--- config.mk ---
export PLATFORM = sky130hd
export DESIGN_NAME = windowed_peak_rms_meter
export DESIGN_NICKNAME = d
export VERILOG_FILES = /design/src/hw/rtl/wprm_pkg.sv /design/src/hw/rtl/wprm_sub_unit.sv /design/src/hw/rtl/wprm_ctrl.sv /design/src/hw/rtl/windowed_peak_rms_meter.sv
export SDC_FILE = /design/constraint.sdc
export NUM_CORES = 1
export LEC_CHECK = 0
export BUFFER_PORTS_ARGS = -buffer_cell sky130_fd_sc_hd__buf_4
export CAP_MARGIN = 20
export CELL_PAD_IN_SITES_DETAIL_PLACEMENT = 0
export CELL_PAD_IN_SITES_GLOBAL_PLACEMENT = 1
export CORE_ASPECT_RATIO = 1.4
export CORE_MARGIN = 3
export CORE_UTILIZATION = 49
export CTS_CLUSTER_DIAMETER = 60
export DETAILED_ROUTE_END_ITERATION = 12
export PLACE_DENSITY = 0.81
export SLEW_MARGIN = 20
export SYNTH_ARGS = -nofsm -noshare
export SYNTH_HDL_FRONTEND = slang
export SYNTH_HIERARCHICAL = 1
export SYNTH_SLANG_ARGS = --single-unit
--- constraint.sdc ---
create_clock -name clock -period 8.2 [get_ports clock]
set_clock_uncertainty 0.2 [all_clocks]
set_input_delay 1.64 -clock clock [delete_from_list [all_inputs] [get_ports clock]]
set_output_delay 1.64 -clock clock [all_outputs]
set_load 0.03 [all_outputs]
--- src/hw/rtl/wprm_pkg.sv ---
// ----------------------------------------------------------------------------
// Windowed peak and RMS meter package
// Payload types, sequencer states, control groups and shared constants.
// ----------------------------------------------------------------------------
package wprm_pkg;

   // Fixed sample width of the payload (signed Q1.15)
   localparam int SAMPLE_BITS    = 16;
   // Default width of the bucket counter and the bucket size register
   localparam int COUNT_BITS_DEF = 16;
   // Configuration port geometry
   localparam int CSR_ADDR_BITS  = 3;
   localparam int CSR_DATA_BITS  = 32;

   // Register index, taken from the word address bit
   typedef enum logic {
      REG_FRAMES_PER_BUCKET = 1'b0
   } reg_index_type;

   typedef struct packed {
      logic signed [SAMPLE_BITS-1:0] sample;
      logic                          clip_end;
   } req_type;

   typedef struct packed {
      logic [SAMPLE_BITS-1:0] peak;
      logic [SAMPLE_BITS-1:0] rms;
      logic                   last_bucket;
   } rsp_type;

   typedef enum logic [2:0] {
      ST_IDLE,
      ST_SQUARE,
      ST_ACCUM,
      ST_DIVIDE,
      ST_ROOT,
      ST_EMIT
   } state_type;

   // Strobes from the sequencer to the datapath
   typedef struct packed {
      logic take_sample;
      logic square;
      logic accum;
      logic div_step;
      logic div_last;
      logic root_step;
      logic emit;
   } ctrl_type;

   // Conditions from the datapath to the sequencer
   typedef struct packed {
      logic close;
      logic out_free;
   } status_type;

endpackage

--- src/hw/rtl/wprm_sub_unit.sv ---
// ----------------------------------------------------------------------------
// Shared compare and subtract unit
// One subtractor serving both the long division and the square root steps.
// ----------------------------------------------------------------------------
module wprm_sub_unit #(
   parameter int WIDTH = 25
) (
   input  logic [WIDTH-1:0] op_a,
   input  logic [WIDTH-1:0] op_b,
   output logic [WIDTH-1:0] diff,
   output logic             ge
);

   logic [WIDTH:0] wide_diff;

   // Subtract with one guard bit; no borrow means a >= b
   assign wide_diff = {1'b0, op_a} - {1'b0, op_b};
   assign diff      = wide_diff[WIDTH-1:0];
   assign ge        = ~wide_diff[WIDTH];

endmodule

--- src/hw/rtl/wprm_ctrl.sv ---
// ----------------------------------------------------------------------------
// Meter sequencer
// Steps one request through square and accumulate, and on a bucket close through divide, root and emit.
// ----------------------------------------------------------------------------
module wprm_ctrl
   import wprm_pkg::*;
#(
   parameter int WORK_BITS = 46,
   parameter int ROOT_BITS = 23
) (
   input  logic       clock,
   input  logic       reset,
   input  logic       req_valid,
   input  status_type status,
   output logic       req_ready,
   output ctrl_type   ctrl_out
);

   localparam int STEP_BITS = $clog2(WORK_BITS);

   state_type             state_ff, state_in;
   logic [STEP_BITS-1:0]  step_ff, step_in;
   logic                  div_done;
   logic                  root_done;

   assign div_done  = (step_ff == STEP_BITS'(WORK_BITS - 1));
   assign root_done = (step_ff == STEP_BITS'(ROOT_BITS - 1));

   // Next state
   always_comb begin
      state_in = state_ff;
      unique case (state_ff)
         ST_IDLE: begin
            if (req_valid) state_in = ST_SQUARE;
         end
         ST_SQUARE: begin
            state_in = ST_ACCUM;
         end
         ST_ACCUM: begin
            state_in = status.close ? ST_DIVIDE : ST_IDLE;
         end
         ST_DIVIDE: begin
            if (div_done) state_in = ST_ROOT;
         end
         ST_ROOT: begin
            if (root_done) state_in = ST_EMIT;
         end
         ST_EMIT: begin
            if (status.out_free) state_in = ST_IDLE;
         end
         default: begin
            state_in = ST_IDLE;
         end
      endcase
   end

   // Step counter: advance inside divide and root, restart on each phase change
   always_comb begin
      step_in = '0;
      if ((state_ff == ST_DIVIDE && !div_done) || (state_ff == ST_ROOT && !root_done)) begin
         step_in = step_ff + STEP_BITS'(1);
      end
   end

   // Outputs
   always_comb begin
      req_ready = 1'b0;
      ctrl_out  = '0;
      unique case (state_ff)
         ST_IDLE: begin
            req_ready            = 1'b1;
            ctrl_out.take_sample = req_valid;
         end
         ST_SQUARE: begin
            ctrl_out.square = 1'b1;
         end
         ST_ACCUM: begin
            ctrl_out.accum = 1'b1;
         end
         ST_DIVIDE: begin
            ctrl_out.div_step = 1'b1;
            ctrl_out.div_last = div_done;
         end
         ST_ROOT: begin
            ctrl_out.root_step = 1'b1;
         end
         ST_EMIT: begin
            ctrl_out.emit = status.out_free;
         end
         default: begin
            req_ready = 1'b0;
         end
      endcase
   end

   always_ff @(posedge clock) begin
      if (reset) begin
         state_ff <= ST_IDLE;
         step_ff  <= '0;
      end else begin
         state_ff <= state_in;
         step_ff  <= step_in;
      end
   end

endmodule

--- src/hw/rtl/windowed_peak_rms_meter.sv ---
// ----------------------------------------------------------------------------
// Windowed peak and RMS level meter
// Groups signed Q1.15 samples into buckets and reports peak magnitude and
// floor RMS for each bucket, through one shared subtractor.
// ----------------------------------------------------------------------------
//   Channel  Direction  Handshake              Payload
//   req      in         req_valid/req_ready    req_type: sample, clip_end
//   rsp      out        rsp_valid/rsp_ready    rsp_type: peak, rms, last_bucket
//   csr      in/out     APB, pready tied high  frames_per_bucket at address 0
//
// A request that leaves its bucket open passes through accept, square and
// accumulate. A request that closes a bucket adds a restoring division of
// WORK_BITS steps and a square root of ROOT_BITS steps on the shared
// subtractor, and then loads the output register. Reset is synchronous and
// clears the bucket state; the bucket size resets to 1. A stalled response
// holds in the output register while the next request is taken in; the
// sequencer waits only when a new result is ready and the previous one is
// still not taken.
// ----------------------------------------------------------------------------
module windowed_peak_rms_meter
   import wprm_pkg::*;
#(
   parameter int COUNT_BITS = COUNT_BITS_DEF
) (
   input  logic                     clock,
   input  logic                     reset,
   // request channel
   input  logic                     req_valid,
   output logic                     req_ready,
   input  req_type                  req_data,
   // response channel
   output logic                     rsp_valid,
   input  logic                     rsp_ready,
   output rsp_type                  rsp_data,
   // configuration port
   input  logic                     csr_psel,
   input  logic                     csr_penable,
   input  logic                     csr_pwrite,
   input  logic [CSR_ADDR_BITS-1:0] csr_paddr,
   input  logic [CSR_DATA_BITS-1:0] csr_pwdata,
   output logic [CSR_DATA_BITS-1:0] csr_prdata,
   output logic                     csr_pready
);

   localparam int SUM_RAW   = 2 * SAMPLE_BITS - 2 + COUNT_BITS;
   localparam int SUM_BITS  = (SUM_RAW > 64) ? 64 : SUM_RAW;
   localparam int SQ_BITS   = 2 * SAMPLE_BITS - 1;
   localparam int ROOT_BITS = (SUM_BITS + 1) / 2;
   localparam int WORK_BITS = 2 * ROOT_BITS;
   localparam int UNIT_BITS = ROOT_BITS + 2;

   ctrl_type   ctrl;
   status_type status;

   logic [COUNT_BITS-1:0]  fpb_ff, fpb_in;
   logic [SAMPLE_BITS-1:0] mag_ff, mag_in;
   logic                   last_ff, last_in;
   logic [SQ_BITS-1:0]     sq_ff, sq_in;
   logic [SUM_BITS-1:0]    sum_ff, sum_in;
   logic [SAMPLE_BITS-1:0] peak_ff, peak_in;
   logic [COUNT_BITS-1:0]  fill_ff, fill_in;
   logic [COUNT_BITS-1:0]  count_ff, count_in;
   logic [WORK_BITS-1:0]   work_ff, work_in;
   logic [UNIT_BITS-1:0]   rem_ff, rem_in;
   logic [ROOT_BITS-1:0]   root_ff, root_in;
   logic                   rsp_valid_ff, rsp_valid_in;
   rsp_type                rsp_data_ff, rsp_data_in;

   logic                        csr_write;
   logic [2*SAMPLE_BITS-1:0]    product;
   logic [SUM_BITS:0]           sum_wide;
   logic [SUM_BITS-1:0]         sum_next;
   logic [COUNT_BITS-1:0]       count_next;
   logic [SAMPLE_BITS-1:0]      req_mag;
   logic [UNIT_BITS-1:0]        unit_a, unit_b, unit_diff;
   logic                        unit_ge;

   // Configuration port
   assign csr_pready = 1'b1;
   assign csr_write  = csr_psel & csr_penable & csr_pwrite & csr_pready;
   assign csr_prdata = (csr_paddr[2] == REG_FRAMES_PER_BUCKET) ?
                       CSR_DATA_BITS'(fpb_ff) : '0;

   always_comb begin
      fpb_in = fpb_ff;
      if (csr_write && csr_paddr[2] == REG_FRAMES_PER_BUCKET) begin
         fpb_in = csr_pwdata[COUNT_BITS-1:0];
      end
   end

   // Sequencer
   assign status.close    = last_ff | (count_next >= fpb_ff);
   assign status.out_free = ~rsp_valid_ff | rsp_ready;

   wprm_ctrl #(
      .WORK_BITS (WORK_BITS),
      .ROOT_BITS (ROOT_BITS)
   ) u_ctrl (
      .clock     (clock),
      .reset     (reset),
      .req_valid (req_valid),
      .status    (status),
      .req_ready (req_ready),
      .ctrl_out  (ctrl)
   );

   // Magnitude of the incoming sample; the most negative code maps to 2^15
   assign req_mag = req_data.sample[SAMPLE_BITS-1] ?
                    (~req_data.sample + SAMPLE_BITS'(1)) : req_data.sample;

   // Square and saturating accumulate
   assign product    = {{SAMPLE_BITS{1'b0}}, mag_ff} * {{SAMPLE_BITS{1'b0}}, mag_ff};
   assign sum_wide   = {1'b0, sum_ff} + (SUM_BITS+1)'(sq_ff);
   assign sum_next   = sum_wide[SUM_BITS] ? '1 : sum_wide[SUM_BITS-1:0];
   assign count_next = fill_ff + COUNT_BITS'(1);

   // Operand select for the shared subtractor
   always_comb begin
      if (ctrl.root_step) begin
         unit_a = {rem_ff[UNIT_BITS-3:0], work_ff[WORK_BITS-1 -: 2]};
         unit_b = {root_ff, 2'b01};
      end else begin
         unit_a = {rem_ff[UNIT_BITS-2:0], work_ff[WORK_BITS-1]};
         unit_b = UNIT_BITS'(count_ff);
      end
   end

   wprm_sub_unit #(
      .WIDTH (UNIT_BITS)
   ) u_sub (
      .op_a (unit_a),
      .op_b (unit_b),
      .diff (unit_diff),
      .ge   (unit_ge)
   );

   // Datapath next values
   always_comb begin
      mag_in   = mag_ff;
      last_in  = last_ff;
      sq_in    = sq_ff;
      sum_in   = sum_ff;
      peak_in  = peak_ff;
      fill_in  = fill_ff;
      count_in = count_ff;
      work_in  = work_ff;
      rem_in   = rem_ff;
      root_in  = root_ff;

      // capture the request
      if (ctrl.take_sample) begin
         mag_in  = req_mag;
         last_in = req_data.clip_end;
      end

      if (ctrl.square) begin
         sq_in = product[SQ_BITS-1:0];
      end

      // fold into the bucket; on close hand the sum to the divider
      if (ctrl.accum) begin
         peak_in = (mag_ff > peak_ff) ? mag_ff : peak_ff;
         if (status.close) begin
            fill_in  = '0;
            sum_in   = '0;
            work_in  = WORK_BITS'(sum_next);
            count_in = count_next;
            rem_in   = '0;
         end else begin
            fill_in = count_next;
            sum_in  = sum_next;
         end
      end

      // one quotient bit per step, quotient shifts into the work register
      if (ctrl.div_step) begin
         rem_in  = unit_ge ? unit_diff : unit_a;
         work_in = {work_ff[WORK_BITS-2:0], unit_ge};
         if (ctrl.div_last) begin
            rem_in  = '0;
            root_in = '0;
         end
      end

      // one root bit per step, two radicand bits consumed
      if (ctrl.root_step) begin
         rem_in  = unit_ge ? unit_diff : unit_a;
         root_in = {root_ff[ROOT_BITS-2:0], unit_ge};
         work_in = {work_ff[WORK_BITS-3:0], 2'b00};
      end

      if (ctrl.emit) begin
         peak_in = '0;
      end
   end

   // Output register
   always_comb begin
      rsp_valid_in = rsp_valid_ff;
      rsp_data_in  = rsp_data_ff;
      if (ctrl.emit) begin
         rsp_valid_in            = 1'b1;
         rsp_data_in.peak        = peak_ff;
         rsp_data_in.rms         = root_ff[SAMPLE_BITS-1:0];
         rsp_data_in.last_bucket = last_ff;
      end else if (rsp_ready) begin
         rsp_valid_in = 1'b0;
      end
   end

   assign rsp_valid = rsp_valid_ff;
   assign rsp_data  = rsp_data_ff;

   // Control and bucket state
   always_ff @(posedge clock) begin
      if (reset) begin
         fpb_ff       <= COUNT_BITS'(1);
         fill_ff      <= '0;
         peak_ff      <= '0;
         sum_ff       <= '0;
         rsp_valid_ff <= 1'b0;
      end else begin
         fpb_ff       <= fpb_in;
         fill_ff      <= fill_in;
         peak_ff      <= peak_in;
         sum_ff       <= sum_in;
         rsp_valid_ff <= rsp_valid_in;
      end
   end

   // Working registers
   always_ff @(posedge clock) begin
      mag_ff      <= mag_in;
      last_ff     <= last_in;
      sq_ff       <= sq_in;
      count_ff    <= count_in;
      work_ff     <= work_in;
      rem_ff      <= rem_in;
      root_ff     <= root_in;
      rsp_data_ff <= rsp_data_in;
   end

endmodule

# Yosys cells after proc, flatten, opt, wreduce, memory -nomap -nowiden
# Index checks and enable logic that the tools add are counted.
[classes]
add_sub_neg = 5
n_reduce_logical = 22
n_eq_ne = 11
bitwise_logic = 9
n_lt_le_gt_ge = 2
mul = 1
mux = 35
[op_table]
columns = ["cell", "n"]
rows = [
  ["46-bit 2-to-1 mux", 6],
  ["24-bit 2-to-1 mux", 6],
  ["23-bit 2-to-1 mux", 3],
  ["25-bit 2-to-1 mux", 2],
  ["46-bit by 31-bit adder with 47-bit output", 1],
  ["16-bit 2-to-1 mux", 2],
  ["16-bit by 16-bit multiplier with 31-bit output", 1],
  ["25-bit by 25-bit subtractor with 26-bit output", 1],
  ["3-bit case mux with 6 select lines", 1],
  ["16-bit by 1-bit adder with 16-bit output (second input constant)", 1],
  ["16-bit by 2-bit adder with 16-bit output (second input constant)", 1],
  ["16-bit >= comparator", 1],
  ["16-bit > comparator", 1],
  ["16-bit NOT", 1],
  ["15-bit 2-to-1 mux", 1],
  ["3-bit 2-to-1 mux", 4],
  ["2-bit AND reduction", 5],
  ["2-bit nonzero test", 5],
  ["1-bit 2-to-1 mux", 8],
  ["6-bit by 1-bit adder with 6-bit output (second input constant)", 1],
  ["3-bit by 2-bit equality test with 1-bit output (second input constant)", 2],
  ["3-bit equality test (second input constant)", 2],
  ["6-bit by 5-bit equality test with 1-bit output (second input constant)", 1],
  ["6-bit equality test (second input constant)", 1],
  ["14 further kinds", 27],
]
[word_totals]
elab_cells = 104
input_bits = 59
ff_bits = 294
output_inout_bits = 68

# Depth between registers and ports, before layout
# Gate-level depths: netlist (run 1).
[logic_depth]
word_depth = 8
mapped_depth = 25
ltp_nobuf = 24

# Modules after synthesis
# The synthesis (run 1) kept the hierarchy.
[by_module_without_submodules]
columns = ["mod", "seq_area_each_um2", "instances", "area_each_um2", "cells_each"]
rows = [
  ["windowed_peak_rms_meter", 7557.2, 1, 22200.0, 2316],
  ["wprm_sub_unit", 0.0, 1, 1321.3, 185],
  ["wprm_ctrl", 180.2, 1, 550.5, 63],
]

# Worst setup path before layout (run 1)
# No wires, ideal clock.
[synth_path]
kind = "register to register"
start = "register mag_ff[4]"
end = "register sq_ff[30] (data pin)"
n_path_buf = 2
stages_incl_launch_ff = 23
setup_time_ns = 0.266
arrival_ns = 6.310
required_ns = 7.734
setup_slack_ns = 1.424
synth_period_minus_slack_ns = 6.776
path_cell_list = "edfxtp_1 -> clkbuf_1 -> clkbuf_1 -> nand2_1 -> fa_1 -> inv_1 -> fa_1 -> fa_1 -> fa_1 -> fa_1 -> inv_1 -> fa_1 -> inv_1 -> ha_1 -> and3_1 -> and4_1 -> a31oi_1 -> o211ai_1 -> o31a_1 -> o2111a_1 -> o21ai_1 -> mux2i_1 -> nand4_1"
[synth_via]
elab_chain_len = 1
[synth_lines]
columns = ["element", "line", "text"]
rows = [
  ["start, declared", "windowed_peak_rms_meter.sv:56", "logic [SAMPLE_BITS-1:0] mag_ff, mag_in;"],
  ["start signal, assigned", "windowed_peak_rms_meter.sv:233", "mag_ff <= mag_in;"],
  ["16-bit by 16-bit multiplier with 31-bit output", "windowed_peak_rms_meter.sv:112", "assign product = {{SAMPLE_BITS{1'b0}}, mag_ff} * {{SAMPLE_BITS{1'b0}}, mag_ff};"],
  ["named net product[30]", "windowed_peak_rms_meter.sv:70", "logic [2*SAMPLE_BITS-1:0] product;"],
  ["end signal, assigned", "windowed_peak_rms_meter.sv:235", "sq_ff <= sq_in;"],
  ["end, declared", "windowed_peak_rms_meter.sv:58", "logic [SQ_BITS-1:0] sq_ff, sq_in;"],
]
# The timed path passes the listed nets, and every way through them passes these cells.
# A chain may end at the register's enable or synchronous reset.

# Final worst setup path (run 1)
# Ends and elaborated chain as after synthesis.

==> results of run 1 <==
routing by layer:
| metal | part of all wire | GRT usage | vias up |
|---|---|---|---|
| met3 | 0.027 | 0.0221 | 110 |
| met1 | 0.40 | 0.240 | 8547 |
| met2 | 0.54 | 0.404 | 292 |
| met4 | 0.035 | 0.0761 | 0 |
| met5 | 0 | 0 | - |
| li1 | - | - | 8734 |
state kept, by name (all words and copies together), names as in the netlist, 23 cells and up:
| name | cells |
|---|---|
| work_ff | 46 |
| sum_ff | 46 |
| sq_ff | 30 |
| root_ff | 23 |
| rem_ff | 24 |
| rsp_data | 33 |
layout make-up:
class / instances / share of cell area
clock buffer: 48 / 0.0364
clock inverter: 14 / 0.00696
inverter: 333 / 0.0476
multi-input combinational: 1827 / 0.554
sequential: 293 / 0.295
tap: 630 / 0.0300
timing repair buffer: 106 / 0.0306
worst paths after layout:
check                               start  slack, ps                 endpoint  depth (start not counted)
setup / recovery      mag_ff[4]$_DFFE_PP_        820      sq_ff[30]$_DFFE_PP_                         20
hold reg to reg   sum_ff[26]$_SDFFE_PP0P_        240  sum_ff[26]$_SDFFE_PP0P_                          2
hold / removal    sum_ff[26]$_SDFFE_PP0P_        240  sum_ff[26]$_SDFFE_PP0P_                          2
setup reg to reg      mag_ff[4]$_DFFE_PP_        820      sq_ff[30]$_DFFE_PP_                         20
worst max-delay path, cell delays in order, from the launching register on:
cell and delay, ps:
edfxtp_1 980, nand2_1 190, fa_1 640, inv_1 70, fa_1 460, fa_1 520, fa_1 530, fa_1 550
inv_1 50, fa_1 530, inv_1 40, ha_1 360, and3_1 220, and4_1 200, a31oi_1 130, o211ai_1 170
o31a_1 350, o2111a_1 300, o21ai_1 280, mux2i_1 220, nand4_1 90
metrics by stage:
| step | hold WS (ps) | cell area (um^2) | instances | total power (W) |
|---|---|---|---|---|
| floorplan | 218 | 24100 | 2571 | 0.00897 |
| global placement | 229 | 25100 | 3188 | 0.0104 |
| detailed placement | 230 | 25100 | 3189 | 0.0105 |
| CTS | 241 | 26300 | 3251 | 0.0122 |
| global route | 261 | 26300 | 3251 | 0.0135 |
| finish | 239 | 26300 | 3251 | 0.0120 |
power by group:
group | switching, W | total [W] | internal (W)
sequential | 0.000113 | 0.00227 | 0.00215
combinational | 0.00466 | 0.00820 | 0.00354
clock | 0.000632 | 0.00155 | 0.000922
==> metrics.csv, run 1 <==
metric;value;unit
CP arrival;7440;ps
CTS root buf;clkbuf_16;
row count;95;
worst skew pair latency;550;ps
Yosys warnings;6;
vias in the first global route;18400;
Synth Area per Inst;9.39;um^2
critical path class;reg -> reg;
routed vias/inst;5.44;
status;complete, no violations;
mapped cell area;24000;um^2
area delta synth->final;9.39;%
placeable core area;48300;um^2
Worst Setup Start Kind;register;
CP max FO;20;
Final min period;7380;ps
H-tree Lvls;2;
most common cell after layout, fill and taps aside;inv_1;
Max Root-Sink Buffers;3;
CTS tree;yes;
drt drc;0;
Post-CTS Resized;0;
commonest non-fill, non-tap cells in the layout;inv_1, nand2_1, ha_1;
worst endpoint required time;8270;ps
FF+latch area;7740;um^2
setup violators final;0;
initial antenna violation count;0;
nets@finish;3008;
Placement Setup Slack;811;ps
pwr dens;458;nW/um^2
period utilisation layout;0.900;
largest net degree at the start of global routing;74;
Initial Utilization;0.497;
Final ANT Viol Nets;0;
Port Buffers;91;
relative slew slack;0.357;
RSZ-0062 raised after global routing;no;
drt pass-1 iters;5;
Die X-Extent;193;um
Leakage;11.5;nW
Post-CTS Hold Buffers;0;
Pins Over Slew Limit;0;
Max Freq;136;MHz
setup bufs post-CTS;0;
total wire length;53200;um
DP HPWL;40700;um
post-layout util;0.544;
maximum VDD drop;471;uV
Diodes inserted;0;
setup TNS;0;ps
CTS Buf Count;34;
Max-Cap Viols;0;
via count;17700;
residual overflow from global routing;0;
GP Congestion;0.864;
global-route wire length before repair;89400;um
Die Area;51700;um^2
GRT Util Overall;0.211;
Reg clk slew, reported paths;60;ps
clk sinks;293;
Initial DRC Count;688;
Slew @ Worst Pin;964;ps
Gate Count Post-Synth;2556;
Top Ports;127;
share of layout cells above drive strength 1;0.0897;
HP Class;reg -> reg;
final worst setup slack;822;ps
footprint of the multi-input gates;14500;um^2
fill count;4387;
Die Span Y;268;um
drt wl/cell;16.4;um
crit path capture type;register;
Fin. Hold Viols;0;
No activity file was read; power rests on OpenSTA's default activity.
==> run 2, diff against run 1 <==
--- a/config.mk
+++ b/config.mk
@@ -5,16 +5,18 @@
 export SDC_FILE = /design/constraint.sdc
 export NUM_CORES = 1
 export LEC_CHECK = 0
+export ABC_AREA = 1
 export BUFFER_PORTS_ARGS = -buffer_cell sky130_fd_sc_hd__buf_4
 export CAP_MARGIN = 20
 export CELL_PAD_IN_SITES_DETAIL_PLACEMENT = 0
 export CELL_PAD_IN_SITES_GLOBAL_PLACEMENT = 1
 export CORE_ASPECT_RATIO = 1.4
 export CORE_MARGIN = 3
-export CORE_UTILIZATION = 49
+export CORE_UTILIZATION = 47
 export CTS_CLUSTER_DIAMETER = 60
+export CTS_CLUSTER_SIZE = 10
 export DETAILED_ROUTE_END_ITERATION = 12
-export PLACE_DENSITY = 0.81
+export PLACE_DENSITY = 0.82
 export SLEW_MARGIN = 20
 export SYNTH_ARGS = -nofsm -noshare
 export SYNTH_HDL_FRONTEND = slang
==> run 2 against run 1 <==
Effect of this change: non-clock buffer count up 9; core utilization fell by 1.8 points; design area up 7.5%; critical endpoint is now sq_ff[23]$_DFFE_PP_; synthesized cell count increased by 36%; sequential share of layout area shrank 2.1 points; critical path depth grew 2; flip-flop and latch count is the same; highest routed layer unchanged; maximum frequency increased by 9.5%; die area is 11% higher; routed wire length up 25%; area after synthesis is 7.2% higher.
==> metrics.csv, run 2 <==
metric;value;unit
Fin. Hold Viols;0;
H-tree Lvls;2;
Die Span Y;283;um
reg-to-reg endpoint;sq_ff[23]$_DFFE_PP_;
M2 GR Usage;0.439;
GR met1 Demand/Resource;0.270;
Worst R2R Path Depth;22;
Slew @ Worst Pin;962;ps
share of layout cells above drive strength 1;0.0670;
status;complete, no violations;
setup TNS;0;ps
setup violators final;0;
Max Root-Sink Buffers;3;
relative slew slack;0.358;
drt pass-1 iters;5;
commonest non-fill, non-tap cells in the layout;nand2_1, inv_1, nor2_1;
Final ANT Viol Nets;0;
placeable core area;53700;um^2
CTS root buf;clkbuf_16;
CP arrival;6830;ps
nets@finish;3952;
CP endpoint;sq_ff[23]$_DFFE_PP_;
Diodes inserted;0;
via count;21400;
most common cell after layout, fill and taps aside;nand2_1;
CP startpoint;mag_ff[9]$_DFFE_PP_;
drt wl/cell;15.5;um
Synth Area per Inst;7.38;um^2
clk sinks;293;
FF+latch area;7740;um^2
fill count;5315;
slack of the worst reg-to-reg path;1460;ps
Die X-Extent;204;um
largest net degree at the start of global routing;69;
Yosys warnings;6;
global-route wire length before repair;108000;um
GP Congestion;0.952;
row count;100;
CTS Buf Count;38;
Gate Count Post-Synth;3488;
routed vias/inst;5.00;
drt drc;0;
RSZ-0062 raised after global routing;no;
Max-Cap Viols;0;
CTS tree;yes;
Die Area;57600;um^2
residual overflow from global routing;0;
Worst Setup Start Kind;register;
total wire length;66600;um
GRT Util Overall;0.230;
Post-CTS Resized;0;
Reg clk slew, reported paths;60;ps
setup bufs post-CTS;0;
crit path capture type;register;
Post-CTS Hold Buffers;0;
Max Freq;148;MHz
critical path class;reg -> reg;
grt met3 use;0.0252;
Initial Utilization;0.479;
GRT busiest layer;met2;
HP Class;reg -> reg;
reg2reg start;mag_ff[9]$_DFFE_PP_;
DP Cell Count;4211;
initial antenna violation count;0;
Pins Over Slew Limit;0;
vias in the first global route;21800;
Final min period;6740;ps
area delta synth->final;9.70;%
Top Ports;127;
footprint of the multi-input gates;14800;um^2
mapped cell area;25700;um^2
CP max FO;18;
worst endpoint required time;8290;ps
Finished Layout Cells;4282;
worst skew pair latency;560;ps
Port Buffers;91;
Initial DRC Count;916;
DP HPWL;52400;um
period utilisation layout;0.822;
[run 2: layer usage]
metal	up-vias	routed length (um)
li1	10800	-
met5	-	0
met4	0	1980
met1	10100	27300
met2	382	35100
met3	124	2190
[run 2: worst max-delay path: stages (launching register included)]
cell and delay [ps]:
edfxtp_1 940, nand2_1 220, fa_1 550, inv_1 50, fa_1 500, inv_1 50
fa_1 470, inv_1 50, fa_1 500, fa_1 540, inv_1 50, fa_1 530
inv_1 50, ha_1 360, nand2_1 110, inv_1 50, a21oi_1 140, a21boi_0 420
o21ai_0 260, a21oi_1 260, inv_1 60, nand2_1 60, nand2_1 50
[run 2: how the worst min path moves through the flow]
stage,from,to,slack [ps],cells after the start
3_5_place_dp,peak_ff[14]$_SDFFE_PP0P_,rsp_data[31]$_DFFE_PP_,230,0
2_1_floorplan,peak_ff[9]$_SDFFE_PP0P_,rsp_data[26]$_DFFE_PP_,210,0
5_1_grt,root_ff[13]$_SDFFCE_PN0P_,rsp_data[14]$_DFFE_PP_,260,0
6_report,root_ff[2]$_SDFFCE_PN0P_,rsp_data[3]$_DFFE_PP_,250,0
3_3_place_gp,peak_ff[14]$_SDFFE_PP0P_,rsp_data[31]$_DFFE_PP_,220,0
4_1_cts,root_ff[8]$_SDFFCE_PN0P_,rsp_data[9]$_DFFE_PP_,250,0
[run 2: metrics by stage]
stage / area (um^2) / hold slack (ps) / utilization / worst slack [ps]
6_report: 28200 / 251 / 0.526 / 1460
5_1_grt: 28200 / 257 / 0.526 / 1160
4_1_cts: 28200 / 249 / 0.525 / 1550
3_5_place_dp: 27000 / 227 / 0.504 / 1610
3_3_place_gp: 27000 / 221 / 0.504 / 1610
2_1_floorplan: 25800 / 208 / - / 2210
[run 2: layout make-up]
type                    count  share of cell area
repair buffers            115              0.0320
multi-input cells        2364               0.525
flip-flops and latches    293               0.274
clock inverters             8             0.00253
well taps                 714              0.0316
inverters                 727              0.0967
clock buffers              61              0.0378
Power of run 2 is left out: the tool's default activity adds up to more than one toggle a clock period on the data nets, which glitch-free logic cannot reach.
